$ cat src/rtl/b85dec_pkg.sv
// Shared types and constants for the btoa base-85 decoder.
// No dependencies; imported by the front end, back end, top level and bench.
`default_nettype none
package b85dec_pkg;

  typedef enum logic [2:0] {
    ST_OK         = 3'd0,
    ST_BAD_CHAR   = 3'd1,
    ST_Z_IN_GROUP = 3'd2,
    ST_OVERFLOW   = 3'd3,
    ST_PARTIAL    = 3'd4,
    ST_LENGTH     = 3'd5,
    ST_PAD        = 3'd6,
    ST_CHECKSUM   = 3'd7
  } b85dec_status_t;

  typedef enum logic [1:0] {
    REG_DECL_SIZE = 2'd0,
    REG_EXP_XOR   = 2'd1,
    REG_EXP_SUM   = 2'd2,
    REG_EXP_ROT   = 2'd3
  } b85dec_reg_t;

  localparam int unsigned SIZE_W   = 25;
  localparam int unsigned RADIX    = 85;
  localparam int unsigned GROUP_LEN = 5;
  localparam int unsigned PAD_MAX  = 3;

  localparam logic [7:0] CH_FIRST = 8'h21;  // '!'
  localparam logic [7:0] CH_LAST  = 8'h75;  // 'u'
  localparam logic [7:0] CH_ZERO  = 8'h7A;  // 'z'
  localparam logic [7:0] CH_TAB   = 8'h09;
  localparam logic [7:0] CH_LF    = 8'h0A;
  localparam logic [7:0] CH_CR    = 8'h0D;
  localparam logic [7:0] CH_SPACE = 8'h20;

  // Work handed from front to back: one decoded word or one end request.
  typedef struct packed {
    logic           is_end;
    logic [31:0]    word;
    b85dec_status_t status;
  } b85dec_job_t;

  typedef struct packed {
    logic [7:0]     data;
    logic           byte_valid;
    b85dec_status_t status;
    logic           last;
  } b85dec_res_t;

endpackage
`default_nettype wire

$ cat src/rtl/b85dec_fifo.sv
// Small register FIFO with queue-style flags; used for the job queue
// and for the result queue. Depends on nothing.
`default_nettype none
module b85dec_fifo #(
  parameter int unsigned WIDTH = 8,
  parameter int unsigned DEPTH = 4
) (
  input  wire logic             clk,
  input  wire logic             rst_n,
  input  wire logic             push,
  input  wire logic [WIDTH-1:0] wdata,
  output logic                  full,
  input  wire logic             pop,
  output logic [WIDTH-1:0]      rdata,
  output logic                  empty
);
  localparam int unsigned PW = $clog2(DEPTH);
  localparam int unsigned CW = PW + 1;

  logic [WIDTH-1:0] mem_r [DEPTH];
  logic [PW-1:0]    wptr_r, wptr_nxt;
  logic [PW-1:0]    rptr_r, rptr_nxt;
  logic [CW-1:0]    cnt_r, cnt_nxt;
  logic             do_push, do_pop;

  assign full    = (cnt_r == CW'(DEPTH));
  assign empty   = (cnt_r == '0);
  assign rdata   = mem_r[rptr_r];
  assign do_push = push && !full;
  assign do_pop  = pop && !empty;

  always_comb begin
    wptr_nxt = do_push ? wptr_r + 1'b1 : wptr_r;
    rptr_nxt = do_pop ? rptr_r + 1'b1 : rptr_r;
    cnt_nxt  = cnt_r;
    if (do_push && !do_pop) begin
      cnt_nxt = cnt_r + 1'b1;
    end else if (do_pop && !do_push) begin
      cnt_nxt = cnt_r - 1'b1;
    end
  end

  always_ff @(posedge clk) begin
    if (!rst_n) begin
      wptr_r <= '0;
      rptr_r <= '0;
      cnt_r  <= '0;
    end else begin
      wptr_r <= wptr_nxt;
      rptr_r <= rptr_nxt;
      cnt_r  <= cnt_nxt;
    end
  end

  always_ff @(posedge clk) begin
    if (do_push) begin
      mem_r[wptr_r] <= wdata;
    end
  end

endmodule
`default_nettype wire

$ cat src/rtl/b85dec_front.sv
// Front end: accepts characters, builds base-85 groups, tracks errors and
// byte count, and queues word and end jobs. Depends on b85dec_pkg.
`default_nettype none
module b85dec_front
  import b85dec_pkg::*;
#(
  parameter int unsigned MAX_OUTPUT_BYTES = 16777216,
  parameter int unsigned CNT_W = 25
) (
  input  wire logic              clk,
  input  wire logic              rst_n,
  input  wire logic              accept,
  input  wire logic              mode,
  input  wire logic [7:0]        char_code,
  input  wire logic [SIZE_W-1:0] declared_size,
  output logic                   job_push,
  output b85dec_job_t            job
);
  localparam int unsigned CMP_W = (CNT_W > SIZE_W) ? CNT_W : SIZE_W;

  logic [31:0]      gw_r, gw_nxt, gw_acc;
  logic [2:0]       dc_r, dc_nxt;
  logic [CNT_W-1:0] cnt_r, cnt_nxt;
  b85dec_status_t   err_r, err_nxt;
  logic [CMP_W-1:0] cnt_x, decl_x;
  logic             length_bad, at_limit;

  assign cnt_x    = CMP_W'(cnt_r);
  assign decl_x   = CMP_W'(declared_size);
  assign at_limit = (cnt_r >= CNT_W'(MAX_OUTPUT_BYTES));
  assign length_bad = (decl_x > CMP_W'(MAX_OUTPUT_BYTES)) || (decl_x > cnt_x) ||
                      ((cnt_x - decl_x) > CMP_W'(PAD_MAX));
  assign gw_acc = gw_r * 32'(RADIX) + {24'd0, char_code - CH_FIRST};

  always_comb begin
    gw_nxt     = gw_r;
    dc_nxt     = dc_r;
    cnt_nxt    = cnt_r;
    err_nxt    = err_r;
    job_push   = 1'b0;
    job.is_end = 1'b0;
    job.word   = '0;
    job.status = ST_OK;
    if (accept) begin
      if (mode) begin
        job_push   = 1'b1;
        job.is_end = 1'b1;
        if (err_r != ST_OK) begin
          job.status = err_r;
        end else if (dc_r != '0) begin
          job.status = ST_PARTIAL;
        end else if (length_bad) begin
          job.status = ST_LENGTH;
        end
      end else if (err_r != ST_OK) begin
        // sticky error: characters are dropped
      end else if (char_code inside {CH_TAB, CH_LF, CH_CR, CH_SPACE}) begin
        // whitespace
      end else if (char_code == CH_ZERO) begin
        if (dc_r != '0) begin
          err_nxt = ST_Z_IN_GROUP;
        end else if (at_limit) begin
          err_nxt = ST_OVERFLOW;
        end else begin
          job_push = 1'b1;
          cnt_nxt  = cnt_r + CNT_W'(4);
        end
      end else if (!(char_code inside {[CH_FIRST:CH_LAST]})) begin
        err_nxt = ST_BAD_CHAR;
      end else if (dc_r == 3'(GROUP_LEN - 1)) begin
        gw_nxt = '0;
        dc_nxt = '0;
        if (at_limit) begin
          err_nxt = ST_OVERFLOW;
        end else begin
          job_push = 1'b1;
          job.word = gw_acc;
          cnt_nxt  = cnt_r + CNT_W'(4);
        end
      end else begin
        gw_nxt = gw_acc;
        dc_nxt = dc_r + 3'd1;
      end
    end
  end

  always_ff @(posedge clk) begin
    if (!rst_n) begin
      gw_r  <= '0;
      dc_r  <= '0;
      cnt_r <= '0;
      err_r <= ST_OK;
    end else begin
      gw_r  <= gw_nxt;
      dc_r  <= dc_nxt;
      cnt_r <= cnt_nxt;
      err_r <= err_nxt;
    end
  end

  a_err_sticky: assert property (@(posedge clk) disable iff (!rst_n)
    (err_r != ST_OK) |=> (err_r == $past(err_r)))
    else $error("front: error code changed after being latched");

  a_dc_range: assert property (@(posedge clk) disable iff (!rst_n)
    dc_r < 3'(GROUP_LEN))
    else $error("front: digit count out of range");

  a_no_job_on_err: assert property (@(posedge clk) disable iff (!rst_n)
    (job_push && !job.is_end) |-> (err_r == ST_OK && dc_nxt == '0))
    else $error("front: word job issued while errored or mid-group");

endmodule
`default_nettype wire

$ cat src/rtl/b85dec_back.sv
// Back end: splits queued words into bytes, keeps the checksums and pad
// flag, resolves end status and writes results. Depends on b85dec_pkg.
`default_nettype none
module b85dec_back
  import b85dec_pkg::*;
#(
  parameter int unsigned CNT_W = 25
) (
  input  wire logic              clk,
  input  wire logic              rst_n,
  input  wire logic              job_empty,
  input  b85dec_job_t            job,
  output logic                   job_pop,
  input  wire logic [SIZE_W-1:0] declared_size,
  input  wire logic [31:0]       expected_xor,
  input  wire logic [31:0]       expected_sum,
  input  wire logic [31:0]       expected_rotsum,
  input  wire logic              res_full,
  output logic                   res_push,
  output b85dec_res_t            res
);
  localparam int unsigned CMP_W = ((CNT_W > SIZE_W) ? CNT_W : SIZE_W) + 1;

  logic [1:0]       idx_r, idx_nxt;
  logic [CNT_W-1:0] bcnt_r, bcnt_nxt;
  logic [7:0]       xor_r, xor_nxt;
  logic [31:0]      sum_r, sum_nxt;
  logic [31:0]      rot_r, rot_nxt;
  logic             pad_r, pad_nxt;
  logic [7:0]       cur;
  logic             emit, stall, mismatch;
  logic [CMP_W-1:0] bcnt_x, decl_x;

  assign cur    = job.word[8*(3 - idx_r) +: 8];
  assign bcnt_x = CMP_W'(bcnt_r);
  assign decl_x = CMP_W'(declared_size);
  assign emit   = bcnt_x < decl_x;
  assign mismatch = ({24'd0, xor_r} != expected_xor) || (sum_r != expected_sum) ||
                    (rot_r != expected_rotsum);

  always_comb begin
    idx_nxt        = idx_r;
    bcnt_nxt       = bcnt_r;
    xor_nxt        = xor_r;
    sum_nxt        = sum_r;
    rot_nxt        = rot_r;
    pad_nxt        = pad_r;
    job_pop        = 1'b0;
    res_push       = 1'b0;
    res.data       = '0;
    res.byte_valid = 1'b0;
    res.status     = ST_OK;
    res.last       = 1'b1;
    stall          = 1'b0;
    if (!job_empty) begin
      if (job.is_end) begin
        stall = res_full;
        if (!res_full) begin
          res_push = 1'b1;
          job_pop  = 1'b1;
          if (job.status != ST_OK) begin
            res.status = job.status;
          end else if (pad_r) begin
            res.status = ST_PAD;
          end else if (mismatch) begin
            res.status = ST_CHECKSUM;
          end
        end
      end else begin
        stall = emit && res_full;
        if (!stall) begin
          res_push       = emit;
          res.data       = cur;
          res.byte_valid = 1'b1;
          res.last       = (idx_r == 2'd3) || ((bcnt_x + 1'b1) >= decl_x);
          xor_nxt  = xor_r ^ cur;
          sum_nxt  = sum_r + {24'd0, cur} + 32'd1;
          rot_nxt  = {rot_r[30:0], rot_r[31]} + {24'd0, cur};
          pad_nxt  = pad_r || (!emit && cur != 8'd0);
          bcnt_nxt = bcnt_r + 1'b1;
          idx_nxt  = idx_r + 2'd1;
          job_pop  = (idx_r == 2'd3);
        end
      end
    end
  end

  always_ff @(posedge clk) begin
    if (!rst_n) begin
      idx_r  <= '0;
      bcnt_r <= '0;
      xor_r  <= '0;
      sum_r  <= '0;
      rot_r  <= '0;
      pad_r  <= 1'b0;
    end else begin
      idx_r  <= idx_nxt;
      bcnt_r <= bcnt_nxt;
      xor_r  <= xor_nxt;
      sum_r  <= sum_nxt;
      rot_r  <= rot_nxt;
      pad_r  <= pad_nxt;
    end
  end

  a_res_room: assert property (@(posedge clk) disable iff (!rst_n)
    res_push |-> !res_full)
    else $error("back: result written into full queue");

  a_word_held: assert property (@(posedge clk) disable iff (!rst_n)
    (idx_r != 2'd0) |-> (!job_empty && !job.is_end))
    else $error("back: word left the queue before all bytes were taken");

  a_byte_count: assert property (@(posedge clk) disable iff (!rst_n)
    bcnt_r[1:0] == idx_r)
    else $error("back: byte count out of step with word position");

endmodule
`default_nettype wire

$ cat src/rtl/btoa_base85_decoder_top.sv
// btoa base-85 decoder top level: configuration registers, front end,
// job queue, back end and result queue. Depends on b85dec_pkg and all rtl.
//
// Usage:
//   Input channel (push/full, in_mode, in_char_code): one payload character
//   or an end request per beat. Result channel (empty/pop, out_byte,
//   out_byte_valid, out_status, out_last): data bytes and final status
//   results, oldest first. Configuration over the APB-style port: declared
//   size at 0x0, expected XOR at 0x4, sum at 0x8, rotate checksum at 0xC;
//   write them only while the block is idle.
// Throughput: one character per cycle while full is low. Each group or 'z'
//   holds the byte unit until its four bytes are split off, so a run of 'z'
//   fills the four-entry job queue and full rises until the unit catches up.
// Path: a beat's job is registered in the job queue and its results in the
//   result queue; a word's bytes follow one per cycle while that queue has room.
// Reset (rst_n low, synchronous): all queues empty, decoder state, error
//   code, checksums and registers cleared.
// A stalled receiver fills the result queue; the byte unit then holds,
//   the job queue fills and full is raised. No result is dropped.
`default_nettype none
module btoa_base85_decoder_top
  import b85dec_pkg::*;
#(
  parameter int unsigned MAX_OUTPUT_BYTES = 16777216
) (
  input  wire logic        clk,
  input  wire logic        rst_n,
  input  wire logic        push,
  output logic             full,
  input  wire logic        in_mode,
  input  wire logic [7:0]  in_char_code,
  output logic             empty,
  input  wire logic        pop,
  output logic [7:0]       out_byte,
  output logic             out_byte_valid,
  output logic [2:0]       out_status,
  output logic             out_last,
  input  wire logic        psel,
  input  wire logic        penable,
  input  wire logic        pwrite,
  input  wire logic [3:0]  paddr,
  input  wire logic [31:0] pwdata,
  output logic [31:0]      prdata,
  output logic             pready
);
  localparam int unsigned CNT_W = $clog2(MAX_OUTPUT_BYTES + 4);
  localparam int unsigned JOB_W = $bits(b85dec_job_t);
  localparam int unsigned RES_W = $bits(b85dec_res_t);

  logic [SIZE_W-1:0] decl_r;
  logic [31:0]       exp_xor_r, exp_sum_r, exp_rot_r;
  b85dec_reg_t       reg_sel;
  logic              cfg_wr, accept;
  logic              job_push, job_full, job_empty, job_pop;
  b85dec_job_t       job_in, job_out;
  logic              res_push, res_full;
  b85dec_res_t       res_in, res_out;

  assign pready  = 1'b1;
  assign reg_sel = b85dec_reg_t'(paddr[3:2]);
  assign cfg_wr  = psel && penable && pwrite && pready;

  always_comb begin
    case (reg_sel)
      REG_DECL_SIZE: prdata = 32'(decl_r);
      REG_EXP_XOR:   prdata = exp_xor_r;
      REG_EXP_SUM:   prdata = exp_sum_r;
      REG_EXP_ROT:   prdata = exp_rot_r;
      default:       prdata = '0;
    endcase
  end

  always_ff @(posedge clk) begin
    if (!rst_n) begin
      decl_r    <= '0;
      exp_xor_r <= '0;
      exp_sum_r <= '0;
      exp_rot_r <= '0;
    end else if (cfg_wr) begin
      case (reg_sel)
        REG_DECL_SIZE: decl_r    <= pwdata[SIZE_W-1:0];
        REG_EXP_XOR:   exp_xor_r <= pwdata;
        REG_EXP_SUM:   exp_sum_r <= pwdata;
        REG_EXP_ROT:   exp_rot_r <= pwdata;
        default:       ;
      endcase
    end
  end

  assign full   = job_full;
  assign accept = push && !job_full;

  b85dec_front #(
    .MAX_OUTPUT_BYTES(MAX_OUTPUT_BYTES),
    .CNT_W           (CNT_W)
  ) u_front (
    .clk          (clk),
    .rst_n        (rst_n),
    .accept       (accept),
    .mode         (in_mode),
    .char_code    (in_char_code),
    .declared_size(decl_r),
    .job_push     (job_push),
    .job          (job_in)
  );

  b85dec_fifo #(
    .WIDTH(JOB_W),
    .DEPTH(4)
  ) u_job_q (
    .clk  (clk),
    .rst_n(rst_n),
    .push (job_push),
    .wdata(job_in),
    .full (job_full),
    .pop  (job_pop),
    .rdata(job_out),
    .empty(job_empty)
  );

  b85dec_back #(
    .CNT_W(CNT_W)
  ) u_back (
    .clk            (clk),
    .rst_n          (rst_n),
    .job_empty      (job_empty),
    .job            (job_out),
    .job_pop        (job_pop),
    .declared_size  (decl_r),
    .expected_xor   (exp_xor_r),
    .expected_sum   (exp_sum_r),
    .expected_rotsum(exp_rot_r),
    .res_full       (res_full),
    .res_push       (res_push),
    .res            (res_in)
  );

  b85dec_fifo #(
    .WIDTH(RES_W),
    .DEPTH(4)
  ) u_res_q (
    .clk  (clk),
    .rst_n(rst_n),
    .push (res_push),
    .wdata(res_in),
    .full (res_full),
    .pop  (pop),
    .rdata(res_out),
    .empty(empty)
  );

  assign out_byte       = res_out.data;
  assign out_byte_valid = res_out.byte_valid;
  assign out_status     = res_out.status;
  assign out_last       = res_out.last;

endmodule
`default_nettype wire

$ cat config.mk
export PLATFORM = sky130hd
export DESIGN_NAME = btoa_base85_decoder_top
export DESIGN_NICKNAME = d
export VERILOG_FILES = /design/src/rtl/b85dec_pkg.sv /design/src/rtl/b85dec_fifo.sv /design/src/rtl/b85dec_front.sv /design/src/rtl/b85dec_back.sv /design/src/rtl/btoa_base85_decoder_top.sv
export SDC_FILE = /design/constraint.sdc
export NUM_CORES = 1
export LEC_CHECK = 0
export ABC_AREA = 1
export BUFFER_PORTS_ARGS = -buffer_cell sky130_fd_sc_hd__buf_4
export CORE_ASPECT_RATIO = 0.9
export CORE_UTILIZATION = 30
export CTS_CLUSTER_SIZE = 10
export DETAILED_ROUTE_END_ITERATION = 7
export HOLD_SLACK_MARGIN = 0.02
export MAX_ROUTING_LAYER = met4
export PLACE_DENSITY = 0.5
export SLEW_MARGIN = 30
export SYNTH_ARGS = -nofsm -noshare
export SYNTH_HDL_FRONTEND = slang
export SYNTH_SLANG_ARGS = --single-unit
$ cat constraint.sdc
create_clock -name clk -period 5.1 [get_ports clk]
set_input_delay 0.51 -clock clk [delete_from_list [all_inputs] [get_ports clk]]
set_output_delay 0.51 -clock clk [all_outputs]
set_load 0.03 [all_outputs]
==> results.cfg <==
[floorplan]
start_util = 0.303
io-pin-count = 100
fp.dieH_microns = 301
die_area_sq_um = 101000
core_area_sq_um = 98300
die_width_microns = 334
rows = 109

[synth]
ys_seq_area_frac = 0.399
synth_fp_nets = 4030
synth_area_leaders = dfxtp_1 20%, edfxtp_1 20%, ha_1 8.4%, nand2_1 7.2%, inv_1 6.0%
synthDominantCellAreaShare = 0.202
synthArstFlopShare = 0
synth_cells = 3716
synthFlopType = dfxtp_1
postSynthAreaPerCell_sq_um = 8.02
synth_seq_cells = 496
synth_cell_types = 62
ys_warn_count = 0
synth_area_sq_um = 29800
synth_edf_count = 196
yosys.area.top_type = dfxtp_1

[layout]
nets = 4099
final_cell_mix = 572 x nand2_1, 479 x inv_1, 474 x nor2_1
final_util = 0.344
drive_gt1_frac = 0.0731
final_common_cell = nand2_1
instances_no_fill = 5165
fill_cells = 10300
area_growth_pct = 13.6

[grt]
grt_max_degree = 120
grtUsageTotal = 0.179
grt-ovfl-total = 0
antenna_found_initial = 4
grt_pass1_wl_microns = 136000
first_global_vias = 22700

[drt]
wl_microns = 88800
first_iter_violations = 1912
wl_per_cell_microns = 17.2
first_pass_iters = 6
drcViolationCount = 0
vias = 24800
via_per_inst = 4.80
ant_nets = 0

[placement]
portBuffers = 96
dp_cells = 5055
gp_congestion = 0.920
place_hpwl_microns = 65800

[timing]
finalSetupViolCount = 0
slew_headroom = 0.362
fin_crit_sh = 0.912
clock_skew_ns = 0.0256
worstMarginPinSlew_ns = 0.952
tns_ns = 0
slew_viol_final = 0
finalCriticalPeriod_ns = 4.65
rsz0062_at_grt = false
hold_violations = 0
max_freq_mhz = 215

[clock_tree]
cts_resized = 0
clock_path_buffers = 3
clock-sinks = 496
cts_tree = done
holdBufCountCts = 0
htree_levels = 2
numCtsBuffers = 59
cts_root_buffer = clkbuf_16
clk_pin_slew_ns = 0.06
worstSkewPairLatency_ns = 0.63
cts_setup_buffers = 0

[power]
leakage_nw = 14.2
vdd_drop_max_mv = 0.376
power_density_nw_per_um2 = 421

[critical_path]
rr_startpoint = u_front.gw_r[1]
startpoint = u_front.gw_r[1]
critPathMaxStageDelay_ns = 0.53
worst-endpoint-arrival_ns = 5.09
crit_family = adder cells
cp_num_buf_inv = 5
cp_common_cell = inv_1
path_max_fanout = 4
cp_data_required_time_ns = 5.54
cp-start-kind = flip-flop
crit_type = flip-flop to flip-flop
crit_slowest_cell = fa_1
crit_chain = ha_1 > inv_1 > fa_1 > inv_1 > fa_1 > inv_1 > fa_1 > inv_1 > ha_1 > a21oi_1 > a21boi_0 > o21bai_1 > a21boi_2 > o21bai_1 > xor2_1 > inv_1 > nor2_1
endpoint_kind = flip-flop

[min_path]
hold_path_startpoint = pwdata[23]
hp-class = input port to flip-flop

[job]
cap_violations = 0

[run_status]
status = completed
## routing by layer
metal / up-vias / GRT usage / wire (microns)
met2: 532 / 0.244 / 35500
met1: 11600 / 0.275 / 47300
li1: 12600 / - / -
met4: 0 / 0.0369 / 1590
met3: 90 / 0.0241 / 4430
met5: - / - / 0
## state kept, by name, indices dropped and copies added, names as in the netlist, 32 cells and up, named ones only
register       flops
u_job_q.mem_r    144
u_res_q.mem_r     52
exp_rot_r         32
exp_sum_r         32
exp_xor_r         32
u_back.rot_r      32
u_back.sum_r      32
u_front.gw_r      32
## synth_stat cells, types with 6 or more instances
library cell / number
a211oi_1: 12
a21boi_0: 7
a21o_1: 8
a21oi_1: 291
buf_2: 15
clkbuf_1: 102
clkinv_1: 6
dfxtp_1: 300
edfxtp_1: 196
fa_1: 61
ha_1: 201
inv_1: 480
inv_2: 12
nand2_1: 572
nand2_2: 7
nand3_1: 88
nand3_2: 7
nand3b_1: 10
nand4_1: 52
nor2_1: 474
nor2_2: 8
nor3_1: 48
nor4_1: 36
o2111ai_1: 16
o211ai_1: 17
o21a_1: 8
o21ai_0: 353
o21ai_1: 25
o21bai_1: 12
o221ai_1: 21
o22ai_1: 30
xnor2_1: 67
xor2_1: 102
## final timing paths
path / end / slack, ns / cells after the start
worst max-delay path: u_job_q.mem_r[3][23] / 0.45 / 17
worst min-delay path: exp_sum_r[23] / 0.16 / 3
worst max register to register: u_job_q.mem_r[3][23] / 0.45 / 17
worst min register to register: u_front.err_r[2] / 0.45 / 2
## stage by stage
| step | total power, mW | instance area [sq um] | hold WS, ns | setup WS (ns) |
|---|---|---|---|---|
| 2_1_floorplan | 8.68 | 29800 | 0.420 | 0.290 |
| 3_5_place_dp | 10.4 | 32100 | 0.439 | 0.0914 |
| 3_3_place_gp | 10.3 | 32100 | 0.435 | 0.143 |
| 4_1_cts | 14.3 | 33800 | 0.124 | 0.470 |
| 6_report | 14.2 | 33900 | 0.158 | 0.447 |
| 5_1_grt | 15.2 | 33900 | 0.129 | 0.144 |
## kinds of logic after synthesis
group	share of synthesized area
other	0.000126
flip-flops	0.399
AO/OA/AOI/OAI	0.156
AND/OR/NAND/NOR	0.189
adder cells (fa/ha/maj)	0.125
XOR/XNOR	0.0497
buffers and inverters	0.0811
## layout make-up
| type | instances | area (sq um) | share of cell area |
|---|---|---|---|
| multi-input combinational | 2592 | 15500 | 0.459 |
| sequential | 496 | 11900 | 0.351 |
| inverter | 500 | 1880 | 0.0555 |
| clock buffer | 97 | 1700 | 0.0502 |
| tap | 1332 | 1670 | 0.0492 |
| timing repair buffer | 136 | 1110 | 0.0327 |
| clock inverter | 8 | 52.6 | 0.00155 |
| antenna | 4 | 10.0 | 0.000296 |
## power breakdown
| part | internal, mW | leakage (nW) | switching, mW |
|---|---|---|---|
| Clock | 2.25 | 0.849 | 1.70 |
| Combinational | 1.71 | 9.09 | 3.54 |
| Sequential | 4.66 | 4.30 | 0.381 |
| Total | 8.62 | 14.2 | 5.61 |
## worst reg2reg max path, stage by stage, from the launching register on
cell	delay (ns)
dfxtp_1	0.35
ha_1	0.34
inv_1	0.07
fa_1	0.50
inv_1	0.05
fa_1	0.53
inv_1	0.05
fa_1	0.53
inv_1	0.04
ha_1	0.35
a21oi_1	0.16
a21boi_0	0.34
o21bai_1	0.17
a21boi_2	0.21
o21bai_1	0.15
xor2_1	0.27
inv_1	0.13
nor2_1	0.22
No activity file was read; power rests on OpenSTA's default activity.
